`src/hw/rtl/fdr_pkg.sv`:
```
`default_nettype none
package fdr_pkg;

  localparam int VECTOR_FRAC_BITS = 14;
  localparam int WORK_FRAC        = 30;
  localparam int IDX_W            = 15;
  localparam logic [IDX_W-1:0] ONE_IDX   = 15'd4096;
  localparam logic [IDX_W-1:0] IDX_RESET = 15'd6144;

  localparam int SQRT_STEPS = 31;
  localparam int SQRT_LAT   = SQRT_STEPS + 1;
  localparam int SDIV_STEPS = WORK_FRAC;
  localparam int SDIV_LAT   = SDIV_STEPS + 1;
  localparam int RDIV_STEPS = 17;
  localparam int RDIV_LAT   = RDIV_STEPS + 1;

  localparam logic [15:0] REFL_ONE = 16'd32768;

  typedef struct packed {
    logic [30:0]      ci;
    logic [IDX_W-1:0] ei;
    logic [IDX_W-1:0] et;
    logic             tir;
  } side_t;

endpackage
`default_nettype wire

```
`src/hw/rtl/fdr_sdiv.sv`:
```
`default_nettype none
module fdr_sdiv
  import fdr_pkg::*;
(
  input  wire logic             clk,
  input  wire logic             rst_n,
  input  wire logic             in_vld,
  input  wire logic [45:0]      in_num,
  input  wire logic [IDX_W-1:0] in_den,
  output logic                  out_vld,
  output logic [WORK_FRAC-1:0]  out_quo,
  output logic                  out_ovf
);

  logic [45:0]          rem_r [0:SDIV_STEPS];
  logic [IDX_W-1:0]     den_r [0:SDIV_STEPS];
  logic [WORK_FRAC-1:0] quo_r [0:SDIV_STEPS];
  logic [SDIV_STEPS:0]  ovf_r;
  logic [SDIV_STEPS:0]  vld_r;
  logic [45:0]          rem_nxt [0:SDIV_STEPS-1];
  logic [WORK_FRAC-1:0] quo_nxt [0:SDIV_STEPS-1];

  always_comb begin
    logic [45:0] trial;
    for (int k = 0; k < SDIV_STEPS; k++) begin
      trial = {{(46-IDX_W){1'b0}}, den_r[k]} << (SDIV_STEPS - 1 - k);
      quo_nxt[k] = quo_r[k];
      if (rem_r[k] >= trial) begin
        rem_nxt[k] = rem_r[k] - trial;
        quo_nxt[k][SDIV_STEPS-1-k] = 1'b1;
      end else begin
        rem_nxt[k] = rem_r[k];
      end
    end
  end

  always_ff @(posedge clk) begin
    if (!rst_n) begin
      vld_r <= '0;
    end else begin
      vld_r <= {vld_r[SDIV_STEPS-1:0], in_vld};
    end
  end

  always_ff @(posedge clk) begin
    rem_r[0] <= in_num;
    den_r[0] <= in_den;
    quo_r[0] <= '0;
    ovf_r[0] <= in_num >= {1'b0, in_den, {WORK_FRAC{1'b0}}};
    for (int k = 0; k < SDIV_STEPS; k++) begin
      rem_r[k+1] <= rem_nxt[k];
      den_r[k+1] <= den_r[k];
      quo_r[k+1] <= quo_nxt[k];
      ovf_r[k+1] <= ovf_r[k];
    end
  end

  assign out_vld = vld_r[SDIV_STEPS];
  assign out_quo = quo_r[SDIV_STEPS];
  assign out_ovf = ovf_r[SDIV_STEPS];

endmodule
`default_nettype wire

```
`config.mk`:
```
export PLATFORM = sky130hd
export DESIGN_NAME = fdr_sdiv
export DESIGN_NICKNAME = d
export VERILOG_FILES = /design/src/hw/rtl/fdr_pkg.sv /design/src/hw/rtl/fdr_sdiv.sv
export SDC_FILE = /design/constraint.sdc
export NUM_CORES = 2
export LEC_CHECK = 0
export BUFFER_PORTS_ARGS = -buffer_cell sky130_fd_sc_hd__buf_2
export CORE_AREA = 2 2 453 455
export DETAILED_ROUTE_END_ITERATION = 10
export DIE_AREA = 0 0 455 457
export GPL_TIMING_DRIVEN = 0
export SYNTH_ARGS = -nofsm -noshare
export SYNTH_HDL_FRONTEND = slang
export SYNTH_SLANG_ARGS = --single-unit
```
`constraint.sdc`:
```
create_clock -name clk -period 5.5 [get_ports clk]
set_input_delay 0.55 -clock clk [delete_from_list [all_inputs] [get_ports clk]]
set_output_delay 0.55 -clock clk [all_outputs]
set_load 0.01 [all_outputs]
```
# After elaboration in Yosys (flattened, before gate mapping)
# Memory sizes are Yosys's and may differ from the RTL's.
# Cells that the tools add are included.
# word_totals
reg_bits	62
mem_bits_rw	2821
memories	3
# op_classes
add_sub_neg	30
magnitude_cmp	31
n_mux	60
# mem_list
name	depth	width	read_ports	rd_ports_with_merged_regs	write_ports	line_no	rtl
rem_r	31	46	30	0	31	fdr_sdiv.sv:15	logic [45:0] rem_r [0:SDIV_STEPS];
quo_r	31	30	31	0	31	fdr_sdiv.sv:17	logic [WORK_FRAC-1:0] quo_r [0:SDIV_STEPS];
den_r	31	15	30	0	31	fdr_sdiv.sv:16	logic [IDX_W-1:0] den_r [0:SDIV_STEPS];
# op_table
op	n
$mux W46	30
$ge A46 B15 Y1	1
$ge A46 B16 Y1	1
$ge A46 B17 Y1	1
$ge A46 B18 Y1	1
$ge A46 B19 Y1	1
$ge A46 B20 Y1	1
$ge A46 B21 Y1	1
$ge A46 B22 Y1	1
$ge A46 B23 Y1	1
$ge A46 B24 Y1	1
$ge A46 B25 Y1	1
$ge A46 B26 Y1	1
$ge A46 B27 Y1	1
$ge A46 B28 Y1	1
$ge A46 B29 Y1	1
$ge A46 B30 Y1	1
$ge A46 B31 Y1	1
$ge A46 B32 Y1	1
$ge A46 B33 Y1	1
$ge A46 B34 Y1	1
$ge A46 B35 Y1	1
$ge A46 B36 Y1	1
$ge A46 B37 Y1	1
39 further kinds	68

# Depth between registers and ports, before layout
# An unclocked memory read counts as a cell.
# logic_depth
word_depth	3
mapped_depth	15
mapped_depth_nobuf	14

# Worst setup path before layout
# No wires, ideal clock.
# synth_path
path_type	flip-flop to flip-flop
startpoint	mem rem_r[26][3], in the netlist rem_r[1][463]
endpoint	mem rem_r[27][45], in the netlist rem_r[1][551]
t_arrival_ns	3.199
path_slack_ns	2.183
path_stages_with_launch	15
path_buffers	1
cell_sequence	dfxtp_1 inv_1 ha_1 inv_1 fa_1 a21o_1 a311oi_1 a21oi_1 o311ai_0 o311ai_0 or3_1 clkbuf_1 nor2_1 nand4b_1 xnor2_1
# synth_rtl
item	line_no
start: declaration	fdr_sdiv.sv:15

==> impl_metrics.tcl <==
set metrics [dict create \
    ys_types 93 \
    syn_inst 8132 \
    maxSlewHeadroom_pct 13.7 \
    slew_viol_final 0 \
    cts_tree "built" \
    status "complete, no violations" \
    power_density_mw_per_mm2 592 \
    critPathTopFamily "compound AO/OA/AOI/OAI gates" \
    cap_violations 0 \
    p_total_w 0.0575 \
    fin_nets 9080 \
    hold_violations 0 \
    initial_core_util_pct 41.7 \
    syn_nets 8690 \
    top_layer_used "met4" \
    antenna_found_initial 5 \
    grt_first_pass_wirelength_um 304000 \
    critPathBufInv 4 \
    overflow 0 \
    switching_share_pct 33.1 \
    ir_drop_uv 372 \
    pwr-share-seq_pct 42.3 \
    synth_top_cell_by_area "dfxtp_1" \
    crit_type "flip-flop to flip-flop" \
    fp-row-count 166 \
    yosysMostFrequentCell "dfxtp_1" \
    clk-insertion-delay-late_ns 0.86 \
    hpwl_um 149000 \
    synth_edf_count 0 \
    ys_top_cells_by_count "dfxtp_1, inv_1, nor2_1" \
    grt_usage_pct 18.2 \
    clk_pin_slew_ns 0.06 \
    syn2layout_area_growth_pct 14.7 \
    cts.htree.levels 4 \
    asyncSetResetFlopFracSynth_pct 0 \
    cp_slowest_stage_delay_ns 1.08 \
    die_y_um 457 \
    skew_ns 0.0828 \
    syn-cell-area_mm2 0.0847 \
    period_minus_slack_ns 4.69 \
    fin_crit_sh_pct 85.4 \
    m1WireLength_um 75500 \
    route.met3.wl_um 6410 \
    wl_met2_um 99800 \
    cts_sinks 2357 \
    synth_ff_type "dfxtp_1" \
    critical_path.cell_chain "inv_1 > ha_1 > inv_1 > fa_1 > a211oi_1 > o21ai_0 > a221oi_1 > nor2b_1 > a21oi_1 > clkbuf_1 > clkbuf_1 > nand2_1 > o31ai_1" \
    rsz0062_at_grt "no" \
    dieArea_mm2 0.208 \
    crit_slowest_cell "a221oi_1" \
    wl_um 191000 \
    critPathMaxFanout 10 \
    fmax_mhz 213 \
    ys_ff_latch 2357 \
    grt_pass1_vias 58700 \
    cp.arrival_ns 5.40 \
    critPathLaunchType "flip-flop" \
    portBuffers 95 \
    required_ns 6.21 \
    clkPwrFrac_pct 27.8 \
    synth_top_area_share_pct 55.7 \
    intPower_w 0.0385 \
    cts_buffer_depth 3 \
    dr_total_vias 57100 \
    layout-drive-gt1-share_pct 7.70 \
    pin_count 96 \
    grt_max_degree 18 \
    p_sw_w 0.0191 \
    holdCritPathClass "flip-flop to flip-flop" \
    gp_congestion 0.914 \
    synth_warnings 0 \
    die_x_um 455 \
    wl_per_cell_um 16.8 \
    finalSetupTns_ns 0 \
    synth.avg_cell_area_um2 10.4 \
    yosysSeqAreaShare_pct 55.7 \
    numCtsBuffers 228 \
    p_leak_nw 41.0 \
    drc 0 \
    dr.first_iter.drc_count 2850 \
    viasPerCell 5.00 \
    drt-pass1-iter-count 5 \
    cts_root_buffer "clkbuf_16" \
    setup_violations 0 \
    worstMarginPinSlew_ns 1.29 \
    cp-end-kind "flip-flop" \
    synth_area_leaders "dfxtp_1, ha_1, xor2_1, xnor2_1, inv_1" \
    postRouteAntennaNets 0 \
    cts_resized 0 \
    power_frac_comb_pct 29.9 \
    core_area_mm2 0.203 \
]
-- what timing repair did --
item                                   CTS  global route
buffers inserted                         0             0
hold buffers                            63             0
endpoints found under the hold margin   64             0
-- cell families after synthesis --
kind of cell,after synthesis,share of synthesized area [%]
buffers and inverters,706,3.15
adder cells (fa/ha/maj),494,7.55
AND/OR/NAND/NOR,2331,14.1
multiplexers,116,1.53
flip-flops,2357,55.7
AO/OA/AOI/OAI,1382,10.2
XOR/XNOR,746,7.71
-- power groups by stage --
stage	clock, W	combinational, W	sequential [W]
final	0.0160	0.0172	0.0243
after global routing	0.0172	0.0192	0.0248
after CTS	0.0164	0.0171	0.0243
after detailed placement	0	0.0169	0.0247
after global placement	0	0.0167	0.0246
after floorplan	0	0.0134	0.0236
-- path summary, 6_finish.rpt --
kind | startpoint | endpoint | slack, ns | cells after the start
min | quo_r[0][469] | quo_r[1][19] | 0.31 | 0
max reg2reg | rem_r[1][418] | rem_r[1][473] | 0.81 | 13
max | rem_r[1][418] | rem_r[1][473] | 0.81 | 13
min reg2reg | quo_r[0][469] | quo_r[1][19] | 0.31 | 0
-- cell usage in the layout, fill, tap and decap left out, drive strengths merged, types with 33 or more instances in the layout --
cell type    instances
a211oi              43
a21o               134
a21oi              415
and2                54
and3                42
buf                113
clkbuf             422
clkinv              59
dfxtp             2357
dlygate4sd3         63
ha                 465
inv                597
mux2               111
nand2              491
nand2b             111
nand3              118
nand4               93
nand4b              34
nor2               559
nor2b               80
nor3               237
nor3b               33
nor4               221
nor4b               33
o21a                82
o21ai              370
o21bai              41
o31ai               45
or2                 36
or3                 87
or4                 53
xnor2              362
xor2               384
-- sequential cells by signal (all words and copies together), names as in the netlist --
| register | cells |
|---|---|
| den_r | 450 |
| ovf_r | 31 |
| quo_r | 465 |
| rem_r | 1380 |
| vld_r | 31 |
-- cell type report --
class	count	area (um2)
antenna	2	5.00
buffer	117	454
clock buffer	321	6550
clock inverter	102	1400
fill	18500	106000
inverter	589	2210
multi-input combinational	5069	34900
sequential	2357	47200
tap	2688	3360
timing repair buffer	160	1120
-- layer usage --
| layer | vias to the layer above | global-route usage [%] |
|---|---|---|
| li1 | 28900 | - |
| met1 | 26700 | 19.2 |
| met2 | 1033 | 34.2 |
| met3 | 478 | 2.86 |
| met4 | 0 | 9.28 |
| met5 | - | 0 |
-- metrics by stage --
stage | hold WS (ns) | setup slack [ns] | std cells | util [%] | cell area [um2]
2_1_floorplan | 0.310 | 2.18 | 8132 | - | 84700
4_1_cts | 0.263 | 0.794 | 11400 | 47.8 | 97100
3_3_place_gp | 0.310 | 0.798 | 10900 | 43.5 | 88600
5_1_grt | 0.290 | 0.600 | 11400 | 47.8 | 97100
6_report | 0.314 | 0.805 | 11400 | 47.8 | 97100
3_5_place_dp | 0.312 | 0.808 | 10900 | 43.6 | 88600
Power figures use the tool's default switching activity.
