<file path="config.mk">
export PLATFORM = sky130hd
export DESIGN_NAME = fdr_rdiv
export DESIGN_NICKNAME = d
export VERILOG_FILES = /design/src/hw/rtl/fdr_pkg.sv /design/src/hw/rtl/fdr_rdiv.sv
export SDC_FILE = /design/constraint.sdc
export NUM_CORES = 2
export LEC_CHECK = 0
export BUFFER_PORTS_ARGS = -buffer_cell sky130_fd_sc_hd__clkbuf_2
export CAP_MARGIN = 20
export CORE_MARGIN = 3
export CORE_UTILIZATION = 40
export DETAILED_ROUTE_END_ITERATION = 10
export SKIP_LAST_GASP = 1
export SYNTH_ARGS = -nofsm -noshare
export SYNTH_HDL_FRONTEND = slang
export SYNTH_SLANG_ARGS = --single-unit
</file>
<file path="constraint.sdc">
create_clock -name clk -period 5 [get_ports clk]
set_clock_uncertainty 0.2 [all_clocks]
set_input_delay 0.5 -clock clk [delete_from_list [all_inputs] [get_ports clk]]
set_output_delay 0.5 -clock clk [all_outputs]
set_load 0.03 [all_outputs]
</file>
<file path="src/hw/rtl/fdr_pkg.sv">
`default_nettype none
package fdr_pkg;

  localparam int VECTOR_FRAC_BITS = 14;
  localparam int WORK_FRAC        = 30;
  localparam int IDX_W            = 15;
  localparam logic [IDX_W-1:0] ONE_IDX   = 15'd4096;
  localparam logic [IDX_W-1:0] IDX_RESET = 15'd6144;

  localparam int SQRT_STEPS = 31;
  localparam int SQRT_LAT   = SQRT_STEPS + 1;
  localparam int SDIV_STEPS = WORK_FRAC;
  localparam int SDIV_LAT   = SDIV_STEPS + 1;
  localparam int RDIV_STEPS = 17;
  localparam int RDIV_LAT   = RDIV_STEPS + 1;

  localparam logic [15:0] REFL_ONE = 16'd32768;

  typedef struct packed {
    logic [30:0]      ci;
    logic [IDX_W-1:0] ei;
    logic [IDX_W-1:0] et;
    logic             tir;
  } side_t;

endpackage
`default_nettype wire

</file>
<file path="src/hw/rtl/fdr_rdiv.sv">
`default_nettype none
module fdr_rdiv
  import fdr_pkg::*;
(
  input  wire logic        clk,
  input  wire logic        rst_n,
  input  wire logic        in_vld,
  input  wire logic [45:0] in_p,
  input  wire logic [45:0] in_q,
  output logic             out_vld,
  output logic [16:0]      out_ratio
);

  logic [61:0]         rem_r [0:RDIV_STEPS];
  logic [46:0]         den_r [0:RDIV_STEPS];
  logic [16:0]         quo_r [0:RDIV_STEPS];
  logic [RDIV_STEPS:0] zero_r;
  logic [RDIV_STEPS:0] vld_r;
  logic [61:0]         rem_nxt [0:RDIV_STEPS-1];
  logic [16:0]         quo_nxt [0:RDIV_STEPS-1];
  logic [45:0]         num;
  logic [46:0]         den;

  assign num = (in_p > in_q) ? in_p - in_q : in_q - in_p;
  assign den = {1'b0, in_p} + {1'b0, in_q};

  always_comb begin
    logic [62:0] trial;
    for (int k = 0; k < RDIV_STEPS; k++) begin
      trial = {16'b0, den_r[k]} << (RDIV_STEPS - 1 - k);
      quo_nxt[k] = quo_r[k];
      if ({1'b0, rem_r[k]} >= trial) begin
        rem_nxt[k] = rem_r[k] - trial[61:0];
        quo_nxt[k][RDIV_STEPS-1-k] = 1'b1;
      end else begin
        rem_nxt[k] = rem_r[k];
      end
    end
  end

  always_ff @(posedge clk) begin
    if (!rst_n) begin
      vld_r <= '0;
    end else begin
      vld_r <= {vld_r[RDIV_STEPS-1:0], in_vld};
    end
  end

  always_ff @(posedge clk) begin
    rem_r[0]  <= {num, 16'b0};
    den_r[0]  <= den;
    quo_r[0]  <= '0;
    zero_r[0] <= (den == '0);
    for (int k = 0; k < RDIV_STEPS; k++) begin
      rem_r[k+1]  <= rem_nxt[k];
      den_r[k+1]  <= den_r[k];
      quo_r[k+1]  <= quo_nxt[k];
      zero_r[k+1] <= zero_r[k];
    end
  end

  assign out_vld   = vld_r[RDIV_STEPS];
  assign out_ratio = zero_r[RDIV_STEPS] ? 17'h10000 : quo_r[RDIV_STEPS];

endmodule
`default_nettype wire

</file>
---- Word-level counts from Yosys, hierarchy flattened ----
Memory sizes are Yosys's and may differ from the RTL's.
Index checks and enable logic that the tools add are counted.
word-level totals
  bits in registers ....................... 36
  bits in latches ......................... 0
  RAM bits ................................ 2268
  memory bits (read-only) ................. 0
  bits of input ports ..................... 95
  output and inout port bits .............. 18
  word-level logic and storage cells ...... 80
  memories ................................ 3
operators by class
  add/sub/neg operators ................... 20
  $mul .................................... 0
  div/mod/pow operators ................... 0
  order comparisons ....................... 18
  equal/unequal tests ..................... 0
  shift operators ......................... 0
  muxes and demuxes ....................... 36
  bitwise gates (word level) .............. 0
  reductions and logical operators ........ 1
memory list
  name   depth  bits a word  read ports  clocked after memory_dff  wr ports  line            source
  rem_r  18     62           17          0                         18        fdr_rdiv.sv:14  logic [61:0] rem_r [0:RDIV_STEPS];
  den_r  18     47           17          0                         18        fdr_rdiv.sv:15  logic [46:0] den_r [0:RDIV_STEPS];
  quo_r  18     17           18          0                         18        fdr_rdiv.sv:16  logic [16:0] quo_r [0:RDIV_STEPS];
operator list
  kind                                              number
  62-bit two-way mux                                17
  62-bit subtractor                                 2
  46-bit subtractor                                 2
  62-bit by 63-bit >= comparator with 1-bit output  1
  62-bit by 47-bit >= comparator with 1-bit output  1
  62-bit by 48-bit >= comparator with 1-bit output  1
  62-bit by 49-bit >= comparator with 1-bit output  1
  62-bit by 50-bit >= comparator with 1-bit output  1
  62-bit by 51-bit >= comparator with 1-bit output  1
  62-bit by 52-bit >= comparator with 1-bit output  1
  62-bit by 53-bit >= comparator with 1-bit output  1
  62-bit by 54-bit >= comparator with 1-bit output  1
  62-bit by 55-bit >= comparator with 1-bit output  1
  62-bit by 56-bit >= comparator with 1-bit output  1
  62-bit by 57-bit >= comparator with 1-bit output  1
  62-bit by 58-bit >= comparator with 1-bit output  1
  62-bit by 59-bit >= comparator with 1-bit output  1
  62-bit by 60-bit >= comparator with 1-bit output  1
  62-bit by 61-bit >= comparator with 1-bit output  1
  62-bit >= comparator                              1
  62-bit by 47-bit subtractor with 62-bit output    1
  62-bit by 48-bit subtractor with 62-bit output    1
  62-bit by 49-bit subtractor with 62-bit output    1
  62-bit by 50-bit subtractor with 62-bit output    1
  17 further kinds                                  33

---- Logic depth before layout (Yosys ltp) ----
  depth after elaboration ................. 2
  gate-level depth with buffers ........... 19
  depth with buffers taken out ............ 17

---- Worst setup path after synthesis ----
OpenSTA, ideal clock, no wires.
  path kind ............................... input-to-reg
  start point ............................. input in_p[20]
  end point ............................... register zero_r[0]
  setup time .............................. 87 ps
  data arrival time ....................... 3794 ps
  data required time ...................... 4713 ps
  setup slack ............................. 919 ps
  stages .................................. 13
  path buffers ............................ 0
  cells stage by stage .................... inv_1 -> ha_1 -> or3_1 -> nor4b_1 -> a31o_4 -> a211oi_2 -> or3_1 -> a21o_1 -> or4_1 -> or4_1 -> nor4_2 -> nand4bb_1 -> nor4b_2
on the way
  word-level cells in the longest chain between the ends .. 2
ends and longest elaborated chain
  element                                    line            source
  start: declaration                         fdr_rdiv.sv:8   input wire logic [45:0] in_p,
  46-bit by 46-bit adder with 47-bit output  fdr_rdiv.sv:25  assign den = {1'b0, in_p} + {1'b0, in_q};
  47-bit logical NOT                         fdr_rdiv.sv:53  zero_r[0] <= (den == '0);
  end signal: assignment                     fdr_rdiv.sv:53
  end signal: indexed assignment             fdr_rdiv.sv:58  zero_r[k+1] <= zero_r[k];
  end: declaration                           fdr_rdiv.sv:17  logic [RDIV_STEPS:0] zero_r;
No other way between the ends.
A chain may end at the register's enable or synchronous reset.

==> metrics.txt <==
status finished clean; worst hold slack 95.77 ps; Layout Nets 13120; Seq cells post-synth 1889; initial antenna violation count 3; Post-synth EDFFs 0; Slew @ Worst Pin 1041 ps; clock root cell clkbuf_16; Die Footprint 0.2549 mm²; aggregate global routing overflow 0; clk_lat worst skew 850 ps; PD cells 800.6 mW/mm²; Avg Cell Area, Syn 8.536 µm²; CP required 5520 ps; Max-cap violations 0; Placer Congestion 0.9595; crit path cell chain fa_1 > nor2b_1 > o31a_1 > o41ai_1 > a31oi_1 > a31oi_1 > o41ai_1 > a31o_2 > a221o_1 > nand3_1 > o41ai_2 > buf_12 > mux2_2; core area 0.2466 mm²; worst hold path class in -> reg; Leakage 0.05216 µW; area occupied by multi-input gates 0.05616 mm²; most frequent cells in the layout dfxtp_1, a21oi_1, inv_1; Vias 81840; final worst slack 172.5 ps; post-synthesis cell type count 99; Buf/Inv on CP 1; DIE WIDTH 504.8 µm; wire length per cell 18.01 µm; die height 504.8 µm; post-synthesis net count 12710; vias in the first global route 84120; predominant post-synthesis flop cell dfxtp_1; Seq. cell area 0.03782 mm²; Pre-antenna DRT Iters 6; Setup CP Type reg -> reg; num rows 182; DRC viols 0; GRT Resource Usage Total 0.2131; # setup viols final 0; Detailed Route Iter0 Violations 3845; Seq/Total Area, Yosys 0.3799; placed instance area 0.1066 mm²; global-route wire length before repair 440800 µm; Antenna Nets Post-Route 0; clk sink count 1889; delay-heaviest family, CP compound AO/OA/AOI/OAI gates; Slowest Stage Delay on Critical Path 530 ps; placed wire-length estimate 228500 µm; Max Fclk 0.2071 GHz; Mapped Area 0.09953 mm²; largest net degree at the start of global routing 94; Yosys warnings 0; Hold Vio Cnt, Final 0; FFs w/ async S/R, synth 0; Worst Setup Start Kind flop; setup TNS 0 ps; fin crit share 0.9655; layout cell share with drive strength beyond 1 0.09257; Filler cells 23800; CTS clk-pin slew, worst paths 60 ps; Ports 113; CTS H-tree lvls 4; commonest non-fill, non-tap cell in the layout dfxtp_1; Cells after Synth 11660; CTS tree built; Max Buffers Root-to-Sink 3; max-slew violations 0; Area Growth Syn to Fin 14.14%; Rel. slew slack 0.2966; Tot Pwr 90950 µW; DRT Wirelength 280000 µm; Initial Util 0.4036; TritonCTS buffer count 201; WP data arrival 5340 ps; worst-path fanout max 50; crit path max-delay cell type o41ai_1; Vias/cell 5.263; RSZ-0062 raised after global routing false; Worst setup EP type flop; Tmin final 4828 ps; Max IR drop VDD 0.4112 mV; IO Port Bufs 112; pre-CTS setup slack -5.715 ps; final instance area 0.1136 mm²
-- worst register-to-register path: stages, from the launching register on --
cell and delay, ps:
dfxtp_1 360, fa_1 480, nor2b_1 200, o31a_1 210, o41ai_1 110, a31oi_1 480, a31oi_1 380, o41ai_1 540
a31o_2 290, a221o_1 240, nand3_1 160, o41ai_2 340, buf_12 280, mux2_2 440
-- final cells by class --
cell class,instances,share of cell area
diodes,10,0.0002203
multi-input cells,8267,0.4944
inverters,1131,0.03737
flip-flops and latches,1889,0.3329
well taps,3312,0.03648
clock inverters,80,0.009218
clock buffers,279,0.05039
repair buffers,582,0.03908
-- synth_stat cells, types with 16 or more instances --
master | count | share of area
or2_2 | 32 | 0.0020
and4_1 | 27 | 0.0024
nand2_1 | 869 | 0.033
a31oi_1 | 110 | 0.0069
a21o_1 | 490 | 0.037
a211o_1 | 16 | 0.0014
o21ai_0 | 765 | 0.038
o41ai_1 | 25 | 0.0022
xnor2_1 | 500 | 0.044
nand2b_1 | 130 | 0.0082
xor2_1 | 355 | 0.031
o21ai_1 | 16 | 0.00080
a221oi_1 | 32 | 0.0028
buf_2 | 52 | 0.0026
nor2b_1 | 152 | 0.0096
a31o_2 | 19 | 0.0017
o21bai_1 | 148 | 0.011
clkbuf_1 | 289 | 0.011
and3_1 | 94 | 0.0059
mux2i_1 | 26 | 0.0026
nor3_1 | 146 | 0.0073
a221o_1 | 23 | 0.0023
nand4_1 | 195 | 0.012
a2111oi_0 | 21 | 0.0018
dfxtp_1 | 1889 | 0.38
or4_1 | 30 | 0.0023
a21boi_0 | 25 | 0.0019
a21oi_1 | 1240 | 0.062
o221ai_1 | 16 | 0.0014
and2_1 | 68 | 0.0043
or3_1 | 37 | 0.0023
nor4_1 | 66 | 0.0041
nor2_1 | 777 | 0.029
o31a_1 | 28 | 0.0025
a311oi_1 | 17 | 0.0015
o211ai_1 | 37 | 0.0028
a211oi_1 | 81 | 0.0061
buf_1 | 31 | 0.0012
nand3_1 | 215 | 0.011
ha_1 | 934 | 0.12
o21a_1 | 90 | 0.0068
inv_1 | 1119 | 0.042
o31ai_1 | 75 | 0.0057
fa_1 | 19 | 0.0038
mux2_2 | 134 | 0.015
-- sequential cells by signal (all words and copies together), names as in the netlist --
| register | flops |
|---|---|
| vld_r | 18 |
| quo_r | 153 |
| rem_r | 901 |
| zero_r | 18 |
| den_r | 799 |
-- what timing repair did --
action,CTS,global route
hold buffers,16,0
setup buffers,0,0
setup endpoints to repair,0,29
endpoints found under the hold margin,28,0
gates resized for setup,0,5
-- routing by layer --
layer	wire length, µm	vias up	GRT usage
met5	0	-	0
met4	21370	0	0.1462
met3	7849	784	0.02237
met2	146500	1887	0.4144
met1	104300	37760	0.2099
li1	-	41410	-
-- worst paths after layout --
check	startpoint	to	slack, ps	cells past startpoint
worst max register to register	den_r[4][0]	rem_r[5][17]	170	13
worst max-delay path	den_r[4][0]	rem_r[5][17]	170	13
worst min-delay path	in_p[6]	rem_r[0][22]	100	5
worst min register to register	quo_r[10][10]	quo_r[11][10]	110	0
-- power by group --
group / leakage (µW) / switching, µW / total (µW) / internal [µW]
registers: 0.0159 / 3440 / 24800 / 21400
clock network: 0.00329 / 6110 / 15000 / 8920
logic: 0.0330 / 29000 / 51100 / 22200
total: 0.0522 / 38500 / 91000 / 52500
-- stage by stage --
step,std cells,util
3_5_place_dp,15170,0.4324
3_3_place_gp,15160,0.4324
4_1_cts,15540,0.4605
2_1_floorplan,11660,-
5_1_grt,15550,0.4606
6_report,15550,0.4606
-- logic make-up after synthesis --
logic type,synth area share
multiplexers,0.01789
adder cells (fa/ha/maj),0.1212
XOR/XNOR,0.07523
AO/OA/AOI/OAI,0.2083
flip-flops,0.3799
buffers and inverters,0.05741
AND/OR/NAND/NOR,0.1400
Power figures use the tool's default switching activity.
